$ cat src/rtl/core/bdo_pkg.sv
package bdo_pkg;

    localparam int MAX_WIDTH  = 256;
    localparam int MAX_HEIGHT = 256;
    localparam int X_W        = $clog2(MAX_WIDTH);
    localparam int Y_W        = $clog2(MAX_HEIGHT);
    localparam int ADDR_W     = X_W + Y_W;

    localparam int RES_W      = 9;
    localparam int DEPTH_W    = 24;
    localparam int COEF_W     = 32;
    localparam int CFG_IDX_W  = 8;

    // Divider operands: the widest numerator is a Q16.16 value scaled by 2^24.
    localparam int NUM_W      = COEF_W + DEPTH_W;
    localparam int DEN_W      = COEF_W;

    localparam logic signed [COEF_W-1:0] NEAR_EPS   = 32'sd65;
    localparam logic [DEPTH_W-1:0]       DEPTH_BIAS = 24'd16777;

    localparam logic [CFG_IDX_W-1:0] CFG_RES_WIDTH  = 8'd0;
    localparam logic [CFG_IDX_W-1:0] CFG_RES_HEIGHT = 8'd1;

    typedef enum logic [1:0] {
        ACT_WRITE_DEPTH = 2'd0,
        ACT_LOAD_COEFF  = 2'd1,
        ACT_TEST_BOX    = 2'd2
    } action_t;

    typedef enum logic [1:0] {
        VD_OCCLUDED   = 2'd0,
        VD_NEARER     = 2'd1,
        VD_NEAR_PLANE = 2'd2
    } verdict_t;

    typedef enum logic [3:0] {
        ST_IDLE,
        ST_PROJ_GO,
        ST_PROJ_WAIT,
        ST_MUL,
        ST_DIV_GO,
        ST_DIV_WAIT,
        ST_RECT,
        ST_SCAN,
        ST_DONE
    } state_t;

    typedef struct packed {
        logic             done;
        logic             busy;
        logic             neg;
        logic             rem_nz;
        logic [NUM_W-1:0] quo;
    } div_res_t;

endpackage

$ cat src/rtl/core/bdo_proj.sv
module bdo_proj (
    input  logic                               clk,
    input  logic                               rst_n,
    input  logic                               wr_en,
    input  logic [3:0]                         wr_addr,
    input  logic signed [bdo_pkg::COEF_W-1:0]  wr_data,
    input  logic                               start,
    input  logic [1:0]                         col,
    input  logic signed [bdo_pkg::COEF_W-1:0]  px,
    input  logic signed [bdo_pkg::COEF_W-1:0]  py,
    input  logic signed [bdo_pkg::COEF_W-1:0]  pz,
    output logic                               done,
    output logic signed [bdo_pkg::COEF_W-1:0]  result
);
    import bdo_pkg::*;

    localparam int PROD_W = 2 * COEF_W;
    localparam int TERM_W = PROD_W - 16;
    localparam int ACC_W  = TERM_W + 2;

    logic signed [COEF_W-1:0] mat_mem [16];

    logic                     busy_reg;
    logic [1:0]               iss_reg;
    logic [1:0]               col_reg;
    logic signed [COEF_W-1:0] x_reg, y_reg, z_reg;
    logic signed [COEF_W-1:0] rd_data_reg;
    logic                     s1_vld_reg;
    logic [1:0]               s1_row_reg;
    logic signed [PROD_W-1:0] prod_reg;
    logic                     s2_vld_reg;
    logic [1:0]               s2_row_reg;
    logic signed [ACC_W-1:0]  acc_reg;
    logic                     done_reg;
    logic signed [COEF_W-1:0] result_reg;

    logic signed [COEF_W-1:0] coord;
    logic signed [ACC_W-1:0]  term;
    logic signed [ACC_W-1:0]  sum;

    function automatic logic signed [COEF_W-1:0] sat32(input logic signed [ACC_W-1:0] v);
        logic signed [ACC_W-1:0] hi;
        logic signed [ACC_W-1:0] lo;
        hi = ACC_W'(32'sh7fff_ffff);
        lo = ACC_W'(32'sh8000_0000);
        if (v > hi)
        begin
            return 32'sh7fff_ffff;
        end
        else if (v < lo)
        begin
            return 32'sh8000_0000;
        end
        return v[COEF_W-1:0];
    endfunction

    always_ff @(posedge clk)
    begin
        if (wr_en)
        begin
            mat_mem[wr_addr] <= wr_data;
        end
    end

    always_ff @(posedge clk)
    begin
        if (busy_reg)
        begin
            rd_data_reg <= mat_mem[{iss_reg, col_reg}];
        end
    end

    // The constant row of the matrix is multiplied by 1.0 so all four terms share one path.
    always_comb
    begin
        case (s1_row_reg)
            2'd0:    coord = x_reg;
            2'd1:    coord = y_reg;
            2'd2:    coord = z_reg;
            default: coord = 32'sd65536;
        endcase
    end

    assign term = ACC_W'(prod_reg >>> 16);
    assign sum  = acc_reg + term;

    always_ff @(posedge clk or negedge rst_n)
    begin
        if (!rst_n)
        begin
            busy_reg   <= 1'b0;
            iss_reg    <= '0;
            s1_vld_reg <= 1'b0;
            s2_vld_reg <= 1'b0;
            done_reg   <= 1'b0;
        end
        else
        begin
            done_reg   <= s2_vld_reg && (s2_row_reg == 2'd3);
            s1_vld_reg <= busy_reg;
            s2_vld_reg <= s1_vld_reg;
            if (start)
            begin
                busy_reg <= 1'b1;
                iss_reg  <= '0;
            end
            else if (busy_reg)
            begin
                iss_reg <= iss_reg + 1'b1;
                if (iss_reg == 2'd3)
                begin
                    busy_reg <= 1'b0;
                end
            end
        end
    end

    always_ff @(posedge clk)
    begin
        if (start)
        begin
            col_reg <= col;
            x_reg   <= px;
            y_reg   <= py;
            z_reg   <= pz;
            acc_reg <= '0;
        end
        s1_row_reg <= iss_reg;
        prod_reg   <= rd_data_reg * coord;
        s2_row_reg <= s1_row_reg;
        if (s2_vld_reg)
        begin
            acc_reg <= sum;
            if (s2_row_reg == 2'd3)
            begin
                result_reg <= sat32(sum);
            end
        end
    end

    assign done   = done_reg;
    assign result = result_reg;

`ifndef SYNTHESIS
    a_no_restart: assert property (@(posedge clk) disable iff (!rst_n)
        start |-> !busy_reg && !s1_vld_reg && !s2_vld_reg)
        else $error("projection restarted while a column was in flight");
    a_done_spacing: assert property (@(posedge clk) disable iff (!rst_n)
        done |-> !s1_vld_reg && !busy_reg)
        else $error("column finished with reads still pending");
    a_done_follows: assert property (@(posedge clk) disable iff (!rst_n)
        (s2_vld_reg && s2_row_reg == 2'd3) |=> done)
        else $error("last term accumulated without done");
`endif

endmodule

$ cat config.mk
export PLATFORM = sky130hd
export DESIGN_NAME = bdo_proj
export DESIGN_NICKNAME = d
export VERILOG_FILES = /design/src/rtl/core/bdo_pkg.sv /design/src/rtl/core/bdo_proj.sv
export SDC_FILE = /design/constraint.sdc
export NUM_CORES = 2
export LEC_CHECK = 0
export BUFFER_PORTS_ARGS = -buffer_cell sky130_fd_sc_hd__buf_4
export CORE_MARGIN = 2
export CORE_UTILIZATION = 65
export DETAILED_ROUTE_END_ITERATION = 7
export PLACE_DENSITY = 0.86
export SYNTH_ARGS = -nofsm -noshare
export SYNTH_HDL_FRONTEND = slang
export SYNTH_SLANG_ARGS = --single-unit
export TNS_END_PERCENT = 20
$ cat constraint.sdc
create_clock -name clk -period 12.2 [get_ports clk]
set_clock_uncertainty 0.15 [all_clocks]
set_input_delay 1.22 -clock clk [delete_from_list [all_inputs] [get_ports clk]]
set_output_delay 1.22 -clock clk [all_outputs]
set_load 0.05 [all_outputs]
==> impl_summary.md <==
Synth
The fraction of registers with async set/reset is 0.00767. The synthesized flop and latch total is 782. The most used flip-flop cell after synthesis is sky130_fd_sc_hd__edfxtp_1. The share of the synthesized area in compound gates (AO/OA/AOI/OAI) is 0.0393. The cell area after synthesis is 0.0671 mm^2. The total of warnings raised by yosys is 0. The xor and xnor fraction of the mapped netlist area is 0.0132. The largest family of logic cells by synthesized area is adder cells. The share of synthesized area spent on multiplexers is 0.0592.

Yosys mapped a number of flops with a built-in enable equal to 724. Each instance of the synthesized netlist takes up on average 12.2 um^2. The fraction of the mapped netlist area in adder cells is 0.366.

The number of different library cells used by synthesis comes to 86. The sequential fraction of the synthesis area is 0.342. When the netlist entered floorplanning its net count stood at 6971. The simple logic cell fraction of the synthesized area is 0.109. Counting every instance in the synthesized netlist gives 5521.

Cells and area
Registers take 0.0229 mm^2. The proportion of layout cells with a drive suffix above 1 is 0.112. The most common library cell in the layout ignoring fill and taps is sky130_fd_sc_hd__fa_1.

After filler insertion, the fill cell instance count of the layout stands at 6443. The number of nets in the final layout is 7031. The multi-input combinational cell area is 0.0396 mm^2. In the layout the commonest cells are 1082 x sky130_fd_sc_hd__fa_1, 992 x sky130_fd_sc_hd__inv_1, 724 x sky130_fd_sc_hd__edfxtp_1, 643 x sky130_fd_sc_hd__nand2_1, 559 x sky130_fd_sc_hd__and2_1.

The area growth from synthesis to layout is 8.06%. The register with the most flip-flops in the layout has 512 of them.

Placement
Summed over all nets, the half-perimeter wirelength after detailed placement is 119000 um. Input and output buffers added on the ports amount to 170. The routability congestion estimate from global placement is 0.911.

Floorplanning
The total I/O pin count is 171. In this run the vertical extent of the chip is 325 um. The die span in x is 325 um. For this configuration, the core starts out at a cell density of 0.658. The area of the core is 0.102 mm^2. The number of core rows is 117. The floorplan die area is 0.106 mm^2.

Clock network
In this run, CTS created clock tree buffers numbering 78. TritonCTS built the clock tree. After clock tree synthesis, the flow added hold-fix buffers numbering 0.

The post-CTS setup buffer count is 0. In this run the number of H-tree levels came out at 3. The later pin in the worst-skew pair is clocked with a latency of 670 ps. The clock transition at the registers of the reported paths is 70 ps. The post-cts sizing count is 0. The sink count of the clock tree is 782. The root cell of the clock tree is sky130_fd_sc_hd__clkbuf_16.

The clock passes through at most 3 buffers.

Critical path
Of all nets on the critical path, the largest fanout is 32. STA puts the critical path data required time at 12580 ps. STA classifies the critical path startpoint as a register. In this design, the stage delay of the slowest critical-path cell is 890 ps. The type of the worst setup path is reg -> reg. The critical path's slowest cell is sky130_fd_sc_hd__fa_1. Measured in cells, the most critical reg-to-reg path has a length of 31. The startpoint identified for the worst register-to-register timing path is s1_row_reg[1]$_DFF_P_.

The cell that appears most often on the critical path is sky130_fd_sc_hd__fa_1. The data arrival time at the worst-slack endpoint is 10370 ps. The critical path contains buffers and inverters numbering 9 combined. The internal reg-to-reg setup slack is 2210 ps. The endpoint kind of the worst setup timing path is a register. The cell family contributing the most delay on the critical path is adder cells. The endpoint identified for the worst register-to-register timing path is prod_reg[60]$_DFF_P_.

Routing
The amount of wire on met3 after detailed routing is 15700 um. For this run, the detailed router's first-pass iteration total came to 6. The met2 wire length is 86700 um. The highest signal layer in the routed design is met4. After detailed routing, the number of remaining DRC violations is 0.

The first-iteration detailed-routing DRC count is 3745. The wire length after detailed routing is 172000 um. For this block, wires on met1 add up to 58400 um. The number of antenna-violating nets in the routed design is 0. The per-cell routed wire length is 24.5 um.

After detailed routing, the number of vias per cell comes to 6.13. Summing over every cut layer, the via total after detailed routing is 43041.

Timing
The actual slew at the worst max-slew pin is 1250 ps. The final max-slew violation count is 0. The timing-limited maximum frequency is 100 MHz. Setup repair after global routing left no endpoint under its margin.

Setup violations remaining at the end of the flow were counted as 0. The headroom to the max-slew limit is 0.163. The final critical path time including I/O delays and setup is 9990 ps.

The final number of hold-violating endpoints was 0. The share of the clock period used by the worst path is 0.818. In the final timing run, aggregate negative setup slack is 0 ps.

GRT
The first-pass GRT wire length is 273000 um. The number of global-route vias before repair is 48567. The total routing resource utilization after global routing is 0.339.

Entering global routing, the biggest net connects 86 pins. The initial antenna violation count is 5. Summed over all layers, the global routing overflow is 0.

Hold path
The path with the worst hold slack has its endpoint at s2_vld_reg$_DFF_PN0_. The worst hold path stage count is 0. The critical hold path startpoint is s1_vld_reg$_DFF_PN0_. The tightest min-delay check is of the reg -> reg type.

Job
The number of max-cap violations is 0.

Status
The run finished with clean final reports.
cells in the mapped netlist, types with 4 or more instances:
library cell / number / area [um^2]
sky130_fd_sc_hd__mux2i_1: 36 / 360
sky130_fd_sc_hd__dfxtp_1: 52 / 1040
sky130_fd_sc_hd__buf_1: 14 / 52.6
sky130_fd_sc_hd__nand4_1: 23 / 144
sky130_fd_sc_hd__nand3_1: 23 / 115
sky130_fd_sc_hd__o31ai_1: 4 / 30.0
sky130_fd_sc_hd__buf_2: 9 / 45.0
sky130_fd_sc_hd__o21a_1: 14 / 105
sky130_fd_sc_hd__o2111ai_1: 5 / 43.8
sky130_fd_sc_hd__dfrtp_1: 6 / 150
sky130_fd_sc_hd__xnor2_1: 68 / 596
sky130_fd_sc_hd__nor2_1: 112 / 420
sky130_fd_sc_hd__or3_1: 5 / 31.3
sky130_fd_sc_hd__mux4_2: 160 / 3600
sky130_fd_sc_hd__a31oi_1: 13 / 81.3
sky130_fd_sc_hd__o21ai_1: 10 / 50.1
sky130_fd_sc_hd__inv_1: 992 / 3720
sky130_fd_sc_hd__a21oi_1: 103 / 515
sky130_fd_sc_hd__o21bai_1: 14 / 105
sky130_fd_sc_hd__o211ai_1: 11 / 82.6
sky130_fd_sc_hd__and2_1: 559 / 3500
sky130_fd_sc_hd__ha_1: 230 / 2880
sky130_fd_sc_hd__o221ai_1: 22 / 193
sky130_fd_sc_hd__nor4_1: 7 / 43.8
sky130_fd_sc_hd__o221ai_2: 14 / 210
sky130_fd_sc_hd__nand2b_1: 7 / 43.8
sky130_fd_sc_hd__or2_2: 10 / 62.6
sky130_fd_sc_hd__a21o_1: 34 / 255
sky130_fd_sc_hd__buf_6: 6 / 67.6
sky130_fd_sc_hd__a211oi_1: 11 / 82.6
sky130_fd_sc_hd__nor3_1: 37 / 185
sky130_fd_sc_hd__o21ai_0: 77 / 385
sky130_fd_sc_hd__edfxtp_1: 724 / 21700
sky130_fd_sc_hd__and3_1: 16 / 100
sky130_fd_sc_hd__clkbuf_1: 252 / 946
sky130_fd_sc_hd__xor2_1: 33 / 289
sky130_fd_sc_hd__fa_1: 1082 / 21700
sky130_fd_sc_hd__nand2_1: 643 / 2410
sky130_fd_sc_hd__nor2b_1: 7 / 43.8
sky130_fd_sc_hd__a211o_1: 6 / 52.6
layout make-up:
| cell class | count | share of cell area |
|---|---|---|
| repair buffers | 264 | 0.0273 |
| clock buffers | 100 | 0.0291 |
| flip-flops and latches | 782 | 0.316 |
| inverters | 993 | 0.0514 |
| clock inverters | 43 | 0.00612 |
| multi-input cells | 3462 | 0.546 |
| well taps | 1368 | 0.0236 |
| diodes | 5 | 0.000173 |
metrics by stage:
| step | area, um^2 | util | hold slack [ps] | std cells | worst slack, ps |
|---|---|---|---|---|---|
| after global routing | 72500 | 0.711 | 209 | 7015 | 1670 |
| after global placement | 70000 | 0.686 | 182 | 6869 | 2460 |
| final | 72500 | 0.711 | 212 | 7017 | 2210 |
| after floorplan | 67100 | - | 179 | 5521 | 2960 |
| after detailed placement | 70000 | 0.686 | 190 | 6869 | 2210 |
| after CTS | 72500 | 0.711 | 194 | 7012 | 2170 |
worst max path at each step:
stage	from	to	cells past startpoint
floorplan	s1_row_reg[0]$_DFF_P_	prod_reg[60]$_DFF_P_	32
detailed placement	s1_row_reg[1]$_DFF_P_	prod_reg[60]$_DFF_P_	31
CTS	s1_row_reg[1]$_DFF_P_	prod_reg[60]$_DFF_P_	31
finish	s1_row_reg[1]$_DFF_P_	prod_reg[60]$_DFF_P_	31
global route	s1_row_reg[1]$_DFF_P_	prod_reg[60]$_DFF_P_	31
global placement	s1_row_reg[1]$_DFF_P_	prod_reg[60]$_DFF_P_	31
cells by family after synthesis:
| kind of cell | Yosys count |
|---|---|
| flops | 782 |
| buf+inv | 1277 |
| xor+xnor | 101 |
| mux | 197 |
| fa+ha+maj | 1312 |
| compound gates | 382 |
| simple gates | 1470 |
layer usage:
metal | global-route usage | vias up
met5 | 0 | -
met4 | 0.195 | 0
met2 | 0.578 | 2638
met3 | 0.0655 | 782
met1 | 0.406 | 21835
li1 | - | 17786
Power is left out: the tool's default activity adds up to more than one toggle a clock period on the data nets, which glitch-free logic cannot reach.
