`src/rtl/core/bdo_pkg.sv`:
```
package bdo_pkg;

    localparam int MAX_WIDTH  = 256;
    localparam int MAX_HEIGHT = 256;
    localparam int X_W        = $clog2(MAX_WIDTH);
    localparam int Y_W        = $clog2(MAX_HEIGHT);
    localparam int ADDR_W     = X_W + Y_W;

    localparam int RES_W      = 9;
    localparam int DEPTH_W    = 24;
    localparam int COEF_W     = 32;
    localparam int CFG_IDX_W  = 8;

    // Divider operands: the widest numerator is a Q16.16 value scaled by 2^24.
    localparam int NUM_W      = COEF_W + DEPTH_W;
    localparam int DEN_W      = COEF_W;

    localparam logic signed [COEF_W-1:0] NEAR_EPS   = 32'sd65;
    localparam logic [DEPTH_W-1:0]       DEPTH_BIAS = 24'd16777;

    localparam logic [CFG_IDX_W-1:0] CFG_RES_WIDTH  = 8'd0;
    localparam logic [CFG_IDX_W-1:0] CFG_RES_HEIGHT = 8'd1;

    typedef enum logic [1:0] {
        ACT_WRITE_DEPTH = 2'd0,
        ACT_LOAD_COEFF  = 2'd1,
        ACT_TEST_BOX    = 2'd2
    } action_t;

    typedef enum logic [1:0] {
        VD_OCCLUDED   = 2'd0,
        VD_NEARER     = 2'd1,
        VD_NEAR_PLANE = 2'd2
    } verdict_t;

    typedef enum logic [3:0] {
        ST_IDLE,
        ST_PROJ_GO,
        ST_PROJ_WAIT,
        ST_MUL,
        ST_DIV_GO,
        ST_DIV_WAIT,
        ST_RECT,
        ST_SCAN,
        ST_DONE
    } state_t;

    typedef struct packed {
        logic             done;
        logic             busy;
        logic             neg;
        logic             rem_nz;
        logic [NUM_W-1:0] quo;
    } div_res_t;

endpackage

```
`src/rtl/core/bdo_div.sv`:
```
module bdo_div (
    input  logic                              clk,
    input  logic                              rst_n,
    input  logic                              start,
    input  logic signed [bdo_pkg::NUM_W-1:0]  num,
    input  logic [bdo_pkg::DEN_W-1:0]         den,
    output bdo_pkg::div_res_t                 res
);
    import bdo_pkg::*;

    localparam int CNT_W = $clog2(NUM_W + 1);

    logic [NUM_W-1:0] q_reg;
    logic [DEN_W-1:0] rem_reg;
    logic [DEN_W-1:0] den_reg;
    logic [CNT_W-1:0] cnt_reg;
    logic             neg_reg;
    logic             busy_reg;
    logic             done_reg;

    logic [DEN_W:0]   shifted;
    logic             fits;
    logic [DEN_W:0]   diff;

    // One quotient bit per cycle, restoring form on the magnitude.
    assign shifted = {rem_reg, q_reg[NUM_W-1]};
    assign fits    = shifted >= {1'b0, den_reg};
    assign diff    = shifted - {1'b0, den_reg};

    always_ff @(posedge clk or negedge rst_n)
    begin
        if (!rst_n)
        begin
            busy_reg <= 1'b0;
            done_reg <= 1'b0;
            cnt_reg  <= '0;
        end
        else
        begin
            done_reg <= !start && busy_reg && (cnt_reg == CNT_W'(1));
            if (start)
            begin
                busy_reg <= 1'b1;
                cnt_reg  <= CNT_W'(NUM_W);
            end
            else if (busy_reg)
            begin
                cnt_reg <= cnt_reg - 1'b1;
                if (cnt_reg == CNT_W'(1))
                begin
                    busy_reg <= 1'b0;
                end
            end
        end
    end

    always_ff @(posedge clk)
    begin
        if (start)
        begin
            q_reg   <= num[NUM_W-1] ? NUM_W'(-num) : NUM_W'(num);
            neg_reg <= num[NUM_W-1];
            rem_reg <= '0;
            den_reg <= den;
        end
        else if (busy_reg)
        begin
            q_reg   <= {q_reg[NUM_W-2:0], fits};
            rem_reg <= fits ? diff[DEN_W-1:0] : shifted[DEN_W-1:0];
        end
    end

    assign res.done   = done_reg;
    assign res.busy   = busy_reg;
    assign res.neg    = neg_reg;
    assign res.rem_nz = |rem_reg;
    assign res.quo    = q_reg;

endmodule

```
`config.mk`:
```
export PLATFORM = sky130hd
export DESIGN_NAME = bdo_div
export DESIGN_NICKNAME = d
export VERILOG_FILES = /design/src/rtl/core/bdo_pkg.sv /design/src/rtl/core/bdo_div.sv
export SDC_FILE = /design/constraint.sdc
export NUM_CORES = 1
export LEC_CHECK = 0
export ABC_AREA = 0
export BUFFER_PORTS_ARGS = -buffer_cell sky130_fd_sc_hd__buf_2
export CELL_PAD_IN_SITES_DETAIL_PLACEMENT = 1
export CELL_PAD_IN_SITES_GLOBAL_PLACEMENT = 2
export CORE_MARGIN = 2
export CORE_UTILIZATION = 36
export CTS_BUF_LIST = sky130_fd_sc_hd__clkbuf_4 sky130_fd_sc_hd__clkbuf_8
export DETAILED_ROUTE_END_ITERATION = 6
export GPL_TIMING_DRIVEN = 0
export PLACE_DENSITY = 0.81
export SKIP_CTS_REPAIR_TIMING = 1
export SLEW_MARGIN = 15
export SYNTH_ARGS = -nofsm -noshare
export SYNTH_HDL_FRONTEND = slang
export SYNTH_SLANG_ARGS = --single-unit
```
`constraint.sdc`:
```
create_clock -name clk -period 3.4 [get_ports clk]
set_clock_uncertainty 0.2 [all_clocks]
set_input_delay 0 -clock clk [delete_from_list [all_inputs] [get_ports clk]]
set_output_delay 0 -clock clk [all_outputs]
set_load 0.005 [all_outputs]
```
==> reports/metrics.cfg, run 1 <==
[grt]
grt_max_degree=57
antenna_found_initial=1
grt_overflow=0
grt_pass1_wl_um=40500
grt_pass1_vias=7374
grt_usage=0.217

[layout]
nNetsFinal=1257
multi_input_area_um2=4260
areaGrowthSynthToFinish_pct=33.2
finalNonFillerCells=1424
drive_gt1_frac=0.202
ff_latch_area_um2=3510
nFillCells=2541
largest_reg_flops=56

[place]
place_congestion=0.817
place_hpwl_um=18700
port-buffer-count=150
numPlacedInstances=1284

[synth]
synthTopCellsByArea=edfxtp_1, dfxtp_1, xor2_1, ha_1, a21oi_1
avgSynthCellArea_um2=9.46
synth_area_um2=8080
ys_types=71
synthFlopType=edfxtp_1
synth-seq-cells=129
synthArstFlopShare=0.0620
synth_edf_count=89
synth_common_cells=nor2_1, edfxtp_1, a21oi_1
yosysWarnings=0
yosysSeqAreaShare=0.435
syn_nets=981
yosysMostFrequentCell=nor2_1
yosysTopAreaCell=edfxtp_1
netlist_instances=854
synth_top_area_share=0.331

[critical_path]
start_kind=primary input
worstSetupPathType=in2reg
worstPathArrival_ps=3270
cp-end-kind=register
slowest_delay_ps=560
cp_max_fo=4
path_common_cell=dlygate4sd3_1
cp.required_ps=3420
cp_slowest_cell=dlygate4sd3_1
path_cells=dlygate4sd3_1 -> buf_2 -> or4_1 -> nand4bb_1 -> nor2_1 -> nand4_1 -> o41ai_1 -> xor2_1 -> dlygate4sd3_1 -> a21oi_1

[run_status]
status=finished with violations
violations=hold timing

[clock_network]
clock-sinks=129
ctsRootBufferMaster=clkbuf_8
cts_max_level=4
tritoncts=done
clk_latency_ps=470
cts_made_buffers=17
clk_path_buf_depth=2
path_clk_slew_ps=100

[pwr]
power_density_nw_per_um2=427
ir_drop_mv=0.235
p_leak_nw=4.58
power_mw=4.60

[sta]
finalHoldViolCount=6
timing.fmax_ghz=0.307
worst_pin_slew_ps=861
slew-limit-headroom=0.426
holdWs_ps=-3.91
timing.final.crit_share=0.958
slew_violations=0
min_period_ps=3260
finalSetupViolations=0

[floorplan]
initial_utilization=0.368
die_h_um=154
dieWidth_um=154
rows=54
core_area_um2=22000
pin_count=151
dieArea_um2=23700

[drt]
vias=7517
routedWlPerCell_um=19.0
avgViaCountPerCell=5.28
dr.pass1.iters=4
wl_um=27100
drt_iter0_markers=278
ant_nets=0
drc_errors=0

[run]
maxCapViolations=0

[min_path]
min_path_type=in2reg

cells by family (layout without fill, tap and decap cells):
family / Yosys count / after routing / share of synthesized area
muxes: 23 / 23 / 0.0291
AOI/OAI and AO/OA: 222 / 222 / 0.172
other: 0 / 1 / 0
and+or+nand+nor: 272 / 272 / 0.169
buffers and inverters: 86 / 375 / 0.0452
xor gates and xnor gates: 86 / 86 / 0.0932
adders and majority gates: 36 / 36 / 0.0567
DFF: 129 / 129 / 0.435
worst paths after layout:
path                             start  slack [ps]           to  depth (start not counted)
setup / recovery               num[14]         140    q_reg[39]                         10
hold / removal                  num[2]          -4     q_reg[4]                          6
setup reg to reg           den_reg[10]         200   rem_reg[7]                         14
hold reg to reg            rem_reg[31]         310  rem_reg[31]                          2
max in group asynchronous        rst_n        2370   cnt_reg[0]                          3
min in group asynchronous        rst_n         340     done_reg                          3
layout make-up:
| type | instances | area share |
|---|---|---|
| inverter | 42 | 0.0149 |
| timing repair buffer | 258 | 0.170 |
| clock buffer | 18 | 0.0224 |
| multi-input combinational | 639 | 0.396 |
| tap | 280 | 0.0325 |
| sequential | 129 | 0.326 |
| buffer | 43 | 0.0206 |
| antenna | 1 | 0.000232 |
| clock inverter | 14 | 0.0175 |
critical path: cells and delay by family:
family                    cells  cell delay (ps)
AOI/OAI and AO/OA             2              460
xor gates and xnor gates      1              170
buffers and inverters         3             1250
and+or+nand+nor               4             1390
placed cells by master (no fill, tap or decap), types with 14 or more instances in the layout:
| cell type | n |
|---|---|
| o21ai_0 | 36 |
| edfxtp_1 | 89 |
| clkbuf_1 | 27 |
| a211oi_1 | 17 |
| clkbuf_8 | 17 |
| nor4_1 | 14 |
| xnor2_1 | 26 |
| dlygate4sd3_1 | 106 |
| nor2_1 | 99 |
| a21oi_1 | 83 |
| nand2_1 | 61 |
| mux2i_1 | 17 |
| dfxtp_1 | 31 |
| inv_1 | 41 |
| ha_1 | 35 |
| xor2_1 | 60 |
| buf_2 | 155 |
| nand3_1 | 15 |
stage by stage:
| step | area, µm² | utilization | TNS, ps | worst slack, ps | hold slack [ps] |
|---|---|---|---|---|---|
| final | 10800 | 0.490 | 0 | 142 | -3.91 |
| after global routing | 10800 | 0.490 | -14.5 | -14.5 | 25.9 |
| after CTS | 9620 | 0.438 | -2240 | -291 | -848 |
| after detailed placement | 9190 | 0.418 | -1010 | -243 | -342 |
| after global placement | 9180 | 0.418 | -35660 | -627 | -343 |
| after floorplan | 8080 | - | 0 | 580 | -496 |
where the power goes:
part / internal, mW / switching [mW]
sequential: 1.85 / 0.114
clock: 0.804 / 0.706
combinational: 0.531 / 0.594
total: 3.19 / 1.41
routing by layer:
layer  share of wire  up-vias  GRT usage
met5               0        -          0
met1            0.44     3671      0.278
met2            0.50      156      0.360
met4           0.011        0     0.0503
li1                -     3663          -
met3           0.048       27     0.0662
Power figures use the tool's default switching activity.
==> run 2, diff against run 1 <==
Settings changed: CORE_MARGIN 2 to default.
==> run 2 against run 1 <==
Final cell count is essentially flat. Register-to-register slack is essentially flat. Clock power grew 9%. Clock-buffer cell count shrank 1. The run still ends with hold timing left. Largest power group unchanged. Non-clock buffer count is the same. Power grew 2.6%. Flip-flop and latch count is the same. Worst hold slack lost 1.9 ps. Cell area grew 0.15%. Fmax shrank 1.1%. Wire length shrank 3.4%. Sequential share of layout area is essentially flat. Highest routed layer unchanged.
==> reports/metrics.cfg, run 2 (same netlist as run 1, synthesis figures left out) <==
[grt]
grt_pass1_wl_um=39800  ; -1.7%
grt_max_degree=57  ; unchanged
antenna_found_initial=0  ; -1
grt_usage=0.217  ; about the same
grt_pass1_vias=7254  ; -1.6%
grt_overflow=0  ; unchanged

[pwr]
p_leak_nw=4.62  ; +0.77%
ir_drop_mv=0.200  ; -15%
p_clk_frac=0.348  ; +0.020
swShare=0.296  ; -0.0109
p_seq_frac=0.416  ; -0.012
power_density_nw_per_um2=438  ; +2.4%
p_comb_frac=0.235  ; -0.009
netSwitchingPower_mw=1.40  ; -1.1%
p_int_mw=3.32  ; +4.2%
power_mw=4.72  ; +2.6%

[sta]
slew-limit-headroom=0.436  ; +0.00959
worst_pin_slew_ps=847  ; -14.4 ps
timing.final.crit_share=0.969  ; +0.0110
holdWs_ps=-5.76  ; -1.85 ps
finalHoldViolCount=2  ; -4
timing.fmax_ghz=0.303  ; -1.1%
slew_violations=0  ; unchanged
finalSetupViolations=0  ; unchanged
min_period_ps=3300  ; +37.4 ps

[clock_network]
clock-sinks=129  ; unchanged
ctsRootBufferMaster=clkbuf_8
clk_path_buf_depth=2  ; unchanged
cts_made_buffers=17  ; unchanged
tritoncts=done
path_clk_slew_ps=90  ; about the same
cts_max_level=4  ; unchanged
clk_latency_ps=450  ; -20 ps

[layout]
nNetsFinal=1257  ; unchanged
nFillCells=2553  ; +0.47%
drive_gt1_frac=0.198  ; -0.00437
final_util=0.493  ; +0.00226
areaGrowthSynthToFinish_pct=33.4
mostFrequentLayoutCells=buf_2, dlygate4sd3_1, nor2_1, edfxtp_1, a21oi_1
n_antenna_cell=0  ; -1
largest_reg_flops=56  ; unchanged
final_common_cell=buf_2

[drt]
wl_um=26200  ; -3.4%
dr.pass1.iters=5  ; +1
ant_nets=0  ; unchanged
routedWlPerCell_um=18.4  ; -3.3%
drc_errors=0  ; unchanged
avgViaCountPerCell=5.24  ; -0.80%
vias=7452  ; -0.86%
drt_iter0_markers=306  ; +10%

[critical_path]
slowest_delay_ps=580  ; +20 ps
path_cells=dlygate4sd3_1 -> buf_2 -> or4_1 -> nand4bb_1 -> nor2_1 -> nand4_1 -> o41ai_1 -> xor2_1 -> dlygate4sd3_1 -> a21oi_1
start_kind=primary input
startpoint=num[15]
worstPathArrival_ps=3280  ; about the same
path_common_cell=dlygate4sd3_1
cp-end-kind=register
worstSetupPathType=in2reg
r2r_cells=12  ; -2
cp_slowest_cell=or4_1
cp.required_ps=3390  ; -30 ps
r2r-start=rem_reg[1]
cp_max_fo=4  ; unchanged

[place]
place_hpwl_um=18500  ; -1.2%
port-buffer-count=150  ; unchanged
place_congestion=0.788  ; -3.6%

[min_path]
min_delay_path_depth=1  ; -5
hold_path.startpoint=start
min_path_type=in2reg

[floorplan]
die_h_um=152  ; -1.3%
dieWidth_um=152  ; -1.3%
dieArea_um2=23100  ; -2.6%
pin_count=151  ; unchanged
core_area_um2=21900  ; -0.31%
initial_utilization=0.369  ; +0.00114
rows=54  ; unchanged

[run_status]
violations=hold timing
status=finished with violations

[run]
maxCapViolations=0  ; unchanged

==> run 2: worst max-delay path: cells and delay by family <==
family | cells | cell delay, ps
buffers and inverters | 3 | 1260
xor gates and xnor gates | 1 | 170
AOI/OAI and AO/OA | 2 | 480
and+or+nand+nor | 4 | 1370
==> run 2: final cells by class <==
| type | count | area (µm²) | area share |
|---|---|---|---|
| multi-input combinational | 639 | 4250 | 0.394 |
| sequential | 129 | 3520 | 0.326 |
| timing repair buffer | 257 | 1820 | 0.168 |
| tap | 280 | 350 | 0.0325 |
| clock inverter | 15 | 238 | 0.0220 |
| clock buffer | 17 | 234 | 0.0217 |
| buffer | 44 | 225 | 0.0209 |
| inverter | 42 | 160 | 0.0148 |
==> run 2: stage by stage <==
step / setup TNS [ps] / instances / worst slack (ps) / area (µm²)
5_1_grt: -28.5 / 1423 / -24.3 / 10800
2_1_floorplan: 0 / 854 / 580 / 8080
3_3_place_gp: -35870 / 1284 / -636 / 9180
3_5_place_dp: -361 / 1284 / -155 / 9190
4_1_cts: -1250 / 1316 / -215 / 9660
6_report: 0 / 1423 / 105 / 10800
==> run 2: final timing paths <==
path | slack, ps | to
worst min register to register | 300 | rem_reg[31]
worst max-delay path | 100 | q_reg[39]
min in group asynchronous | 360 | cnt_reg[1]
worst max register to register | 210 | rem_reg[11]
max in group asynchronous | 2350 | done_reg
worst min-delay path | -6 | den_reg[3]
==> run 2: layer usage <==
| layer | share of wire | GRT usage | vias up | routed length (µm) |
|---|---|---|---|---|
| met3 | 0.050 | 0.0667 | 20 | 1320 |
| met1 | 0.45 | 0.277 | 3637 | 11800 |
| met5 | 0 | 0 | - | 0 |
| li1 | - | - | 3655 | - |
| met2 | 0.49 | 0.358 | 140 | 12800 |
| met4 | 0.010 | 0.0467 | 0 | 263 |
==> run 2: power groups by stage <==
stage | logic, mW | clock network, mW | registers [mW]
after floorplan | 0.597 | 0 | 1.97
after global placement | 0.970 | 0 | 2.00
after detailed placement | 0.983 | 0 | 2.00
after CTS | 0.990 | 1.67 | 1.97
after global routing | 1.24 | 1.73 | 1.99
final | 1.11 | 1.65 | 1.97
==> run 3, diff against run 2 <==
Settings changed: ABC_AREA 0 to 1, CORE_UTILIZATION 36 to 35, PLACE_DENSITY 0.81 to 0.86.
Clock period 3.4 ns to 3.8 ns, I/O delays scaled along.
==> run 3 against run 2 <==
The run now ends clean. Synthesized cell count is 72% higher. Worst hold slack better by 28 ps. Setup slack better by 940 ps. Global-route usage is 4.8 points higher. Cell area is 15% higher. Final cell count is 49% higher. Critical endpoint is now rem_reg[30]. Largest cell class unchanged. Largest power group is now combinational cells. Highest routed layer unchanged.
==> reports/metrics.cfg, run 3 <==
[critical_path]
timing.rr.end=rem_reg[30]
startpoint=q_reg[55]
r2r-start=q_reg[55]
cp.required_ps=3980  ; +590 ps
cp-end-kind=register
start_kind=register
worstSetupPathType=reg2reg
cp_max_fo=5  ; +1
r2r_cells=15  ; +3
rrSetupSlack_ps=1050  ; +840 ps
crit_end=rem_reg[30]
worstPathArrival_ps=2940  ; -340 ps

[place]
port-buffer-count=150  ; unchanged
place_congestion=0.940  ; +19%
place_hpwl_um=29900  ; +62%
postPlaceCellArea_um2=11100  ; +21%
numPlacedInstances=1992  ; +55%

[synth]
yosysWarnings=0  ; unchanged
synth_common_cells=nand2_1, inv_1, nand3_1, nor2_1, edfxtp_1
synth_area_um2=9820  ; +21%
synth_edf_count=89  ; unchanged
synthArstFlopShare=0.0620  ; unchanged
synth-seq-cells=129  ; unchanged
yosysTopAreaCell=edfxtp_1
synthTopCellsByArea=edfxtp_1, nand2_1, inv_1, nand3_1, dfxtp_1
syn_nets=1595  ; +63%
avgSynthCellArea_um2=6.69  ; -29%
synthFlopType=edfxtp_1
netlist_instances=1468  ; +72%
yosysSeqAreaShare=0.358  ; -0.0768
yosysMostFrequentCell=nand2_1
synth_top_area_share=0.272  ; -0.0584
ys_types=44  ; -38%

[sta]
timing.fmax_ghz=0.363
min_period_ps=2750
timing.final.crit_share=0.724
worst_pin_slew_ps=942  ; +95.8 ps
finalHoldViolCount=0  ; -2
slew_violations=0  ; unchanged
finalSetupViolations=0  ; unchanged
rsz0062_at_grt=false
slew-limit-headroom=0.372  ; -0.0638
fin_setup_tns_ps=0  ; unchanged

[clock_network]
tritoncts=done
ctsRootBufferMaster=clkbuf_8
clock-sinks=129  ; unchanged
cts_made_buffers=17  ; unchanged
clk_latency_ps=480  ; +30 ps
cts_max_level=4  ; unchanged
path_clk_slew_ps=100  ; about the same
clk_path_buf_depth=2  ; unchanged

[layout]
areaGrowthSynthToFinish_pct=26.2
nNetsFinal=1857  ; +48%
final_common_cell=nand2_1
largest_reg_flops=56  ; unchanged
design_area_um2=12400  ; +15%
mostFrequentLayoutCells=nand2_1, inv_1, buf_2, nor2_1, nand3_1
nFillCells=3629  ; +42%
final_util=0.455  ; -0.0381
finalNonFillerCells=2116  ; +49%
drive_gt1_frac=0.137  ; -0.0606

[floorplan]
pin_count=151  ; unchanged
dieArea_um2=28700  ; +25%
initial_utilization=0.360  ; -0.00894
dieWidth_um=169  ; +12%
core_area_um2=27300  ; +24%
die_h_um=169  ; +12%
rows=60  ; +11%

[run_status]
status=completed

[drt]
routedWlPerCell_um=18.2  ; -1.2%
wl_um=38500  ; +47%
drc_errors=0  ; unchanged
avgViaCountPerCell=4.97  ; -5.1%
drt_iter0_markers=593  ; +94%
vias=10516  ; +41%
ant_nets=0  ; unchanged
dr.pass1.iters=5  ; unchanged

[grt]
grt_overflow=0  ; unchanged
grt_usage=0.265  ; +0.0480
grt_pass1_wl_um=57400  ; +44%
grt_max_degree=36  ; -37%
antenna_found_initial=1  ; +1
grt_pass1_vias=10703  ; +48%

[pwr]
power_mw=5.99  ; +27%
ir_drop_mv=0.203  ; +1.5%
p_leak_nw=6.19  ; +34%
power_density_nw_per_um2=484  ; +10%

[min_path]
min_path_type=in2reg

[run]
maxCapViolations=0  ; unchanged

## run 3: cell types whose count changed after synthesis, sizes merged, moves of 12 or more
| cell | previous run | this run |
|---|---|---|
| nand2 | 61 | 513 |
| inv | 42 | 233 |
| nand3 | 15 | 143 |
| a21oi | 86 | 25 |
| nor2 | 99 | 153 |
| xor2 | 60 | 26 |
| o21ai | 41 | 65 |
| mux2i | 19 | 0 |
| a211oi | 18 | 0 |
| nand4 | 11 | 28 |
| clkbuf | 29 | 14 |
| nand2b | 12 | 0 |
## run 3: per-stage QoR
step	worst slack, ps	hold slack [ps]
3_3_place_gp	-1400	-345
3_5_place_dp	671	-347
6_report	1050	22.6
4_1_cts	1040	-869
5_1_grt	868	15.2
2_1_floorplan	823	-496
## run 3: worst min-delay path by stage
stage,start,to,slack [ps],cells after the start
after floorplan,rst_n,busy_reg,-500,0
after CTS,rst_n,cnt_reg[3],-870,1
final,start,den_reg[30],20,1
after global placement,rst_n,busy_reg,-350,1
after global routing,den[22],den_reg[22],20,2
after detailed placement,rst_n,cnt_reg[3],-350,1
## run 3: final cells by class
cell class	count	area, µm²	share of cell area
well taps	372	465	0.0376
diodes	1	2.50	0.000202
clock inverters	14	143	0.0115
flip-flops and latches	129	3510	0.284
multi-input cells	1063	5210	0.420
clock buffers	18	248	0.0200
inverters	239	897	0.0724
plain buffers	37	201	0.0163
repair buffers	243	1710	0.138
## run 3: layer usage
metal,track usage,part of all wire,up-vias
met1,0.317,0.43,4980
li1,-,-,5197
met2,0.472,0.50,267
met3,0.0434,0.039,72
met4,0.103,0.035,0
met5,0,0,-
## run 3: power breakdown
| group | total (mW) | internal [mW] | switching (mW) |
|---|---|---|---|
| clock network | 1.28 | 0.505 | 0.776 |
| logic | 2.82 | 1.01 | 1.80 |
| registers | 1.89 | 1.75 | 0.149 |
| total | 5.99 | 3.26 | 2.73 |
## run 3: critical path, stage by stage, from the launching register on
cell      delay (ps)
edfxtp_1         400
inv_1             70
ha_1             220
fa_1             410
inv_1            100
nand3_1           70
nand3_1          220
nand2_1           90
nand2_1          190
nand2_1           90
nand2_1          190
nand2_1          100
nand3_1           90
nand3_1           90
nand2_1           80
nand2_1           40
## run 3: cell families (layout without fill, tap and decap cells)
logic type               count (synthesis)  after routing  share of synthesized area
buffers and inverters                  276            551                      0.112
AND/OR/NAND/NOR                        871            871                      0.383
adder cells (fa/ha/maj)                 36             36                     0.0466
other                                    0              1                          0
AO/OA/AOI/OAI                          114            114                     0.0631
flip-flops                             129            129                      0.358
XOR/XNOR                                42             42                     0.0375
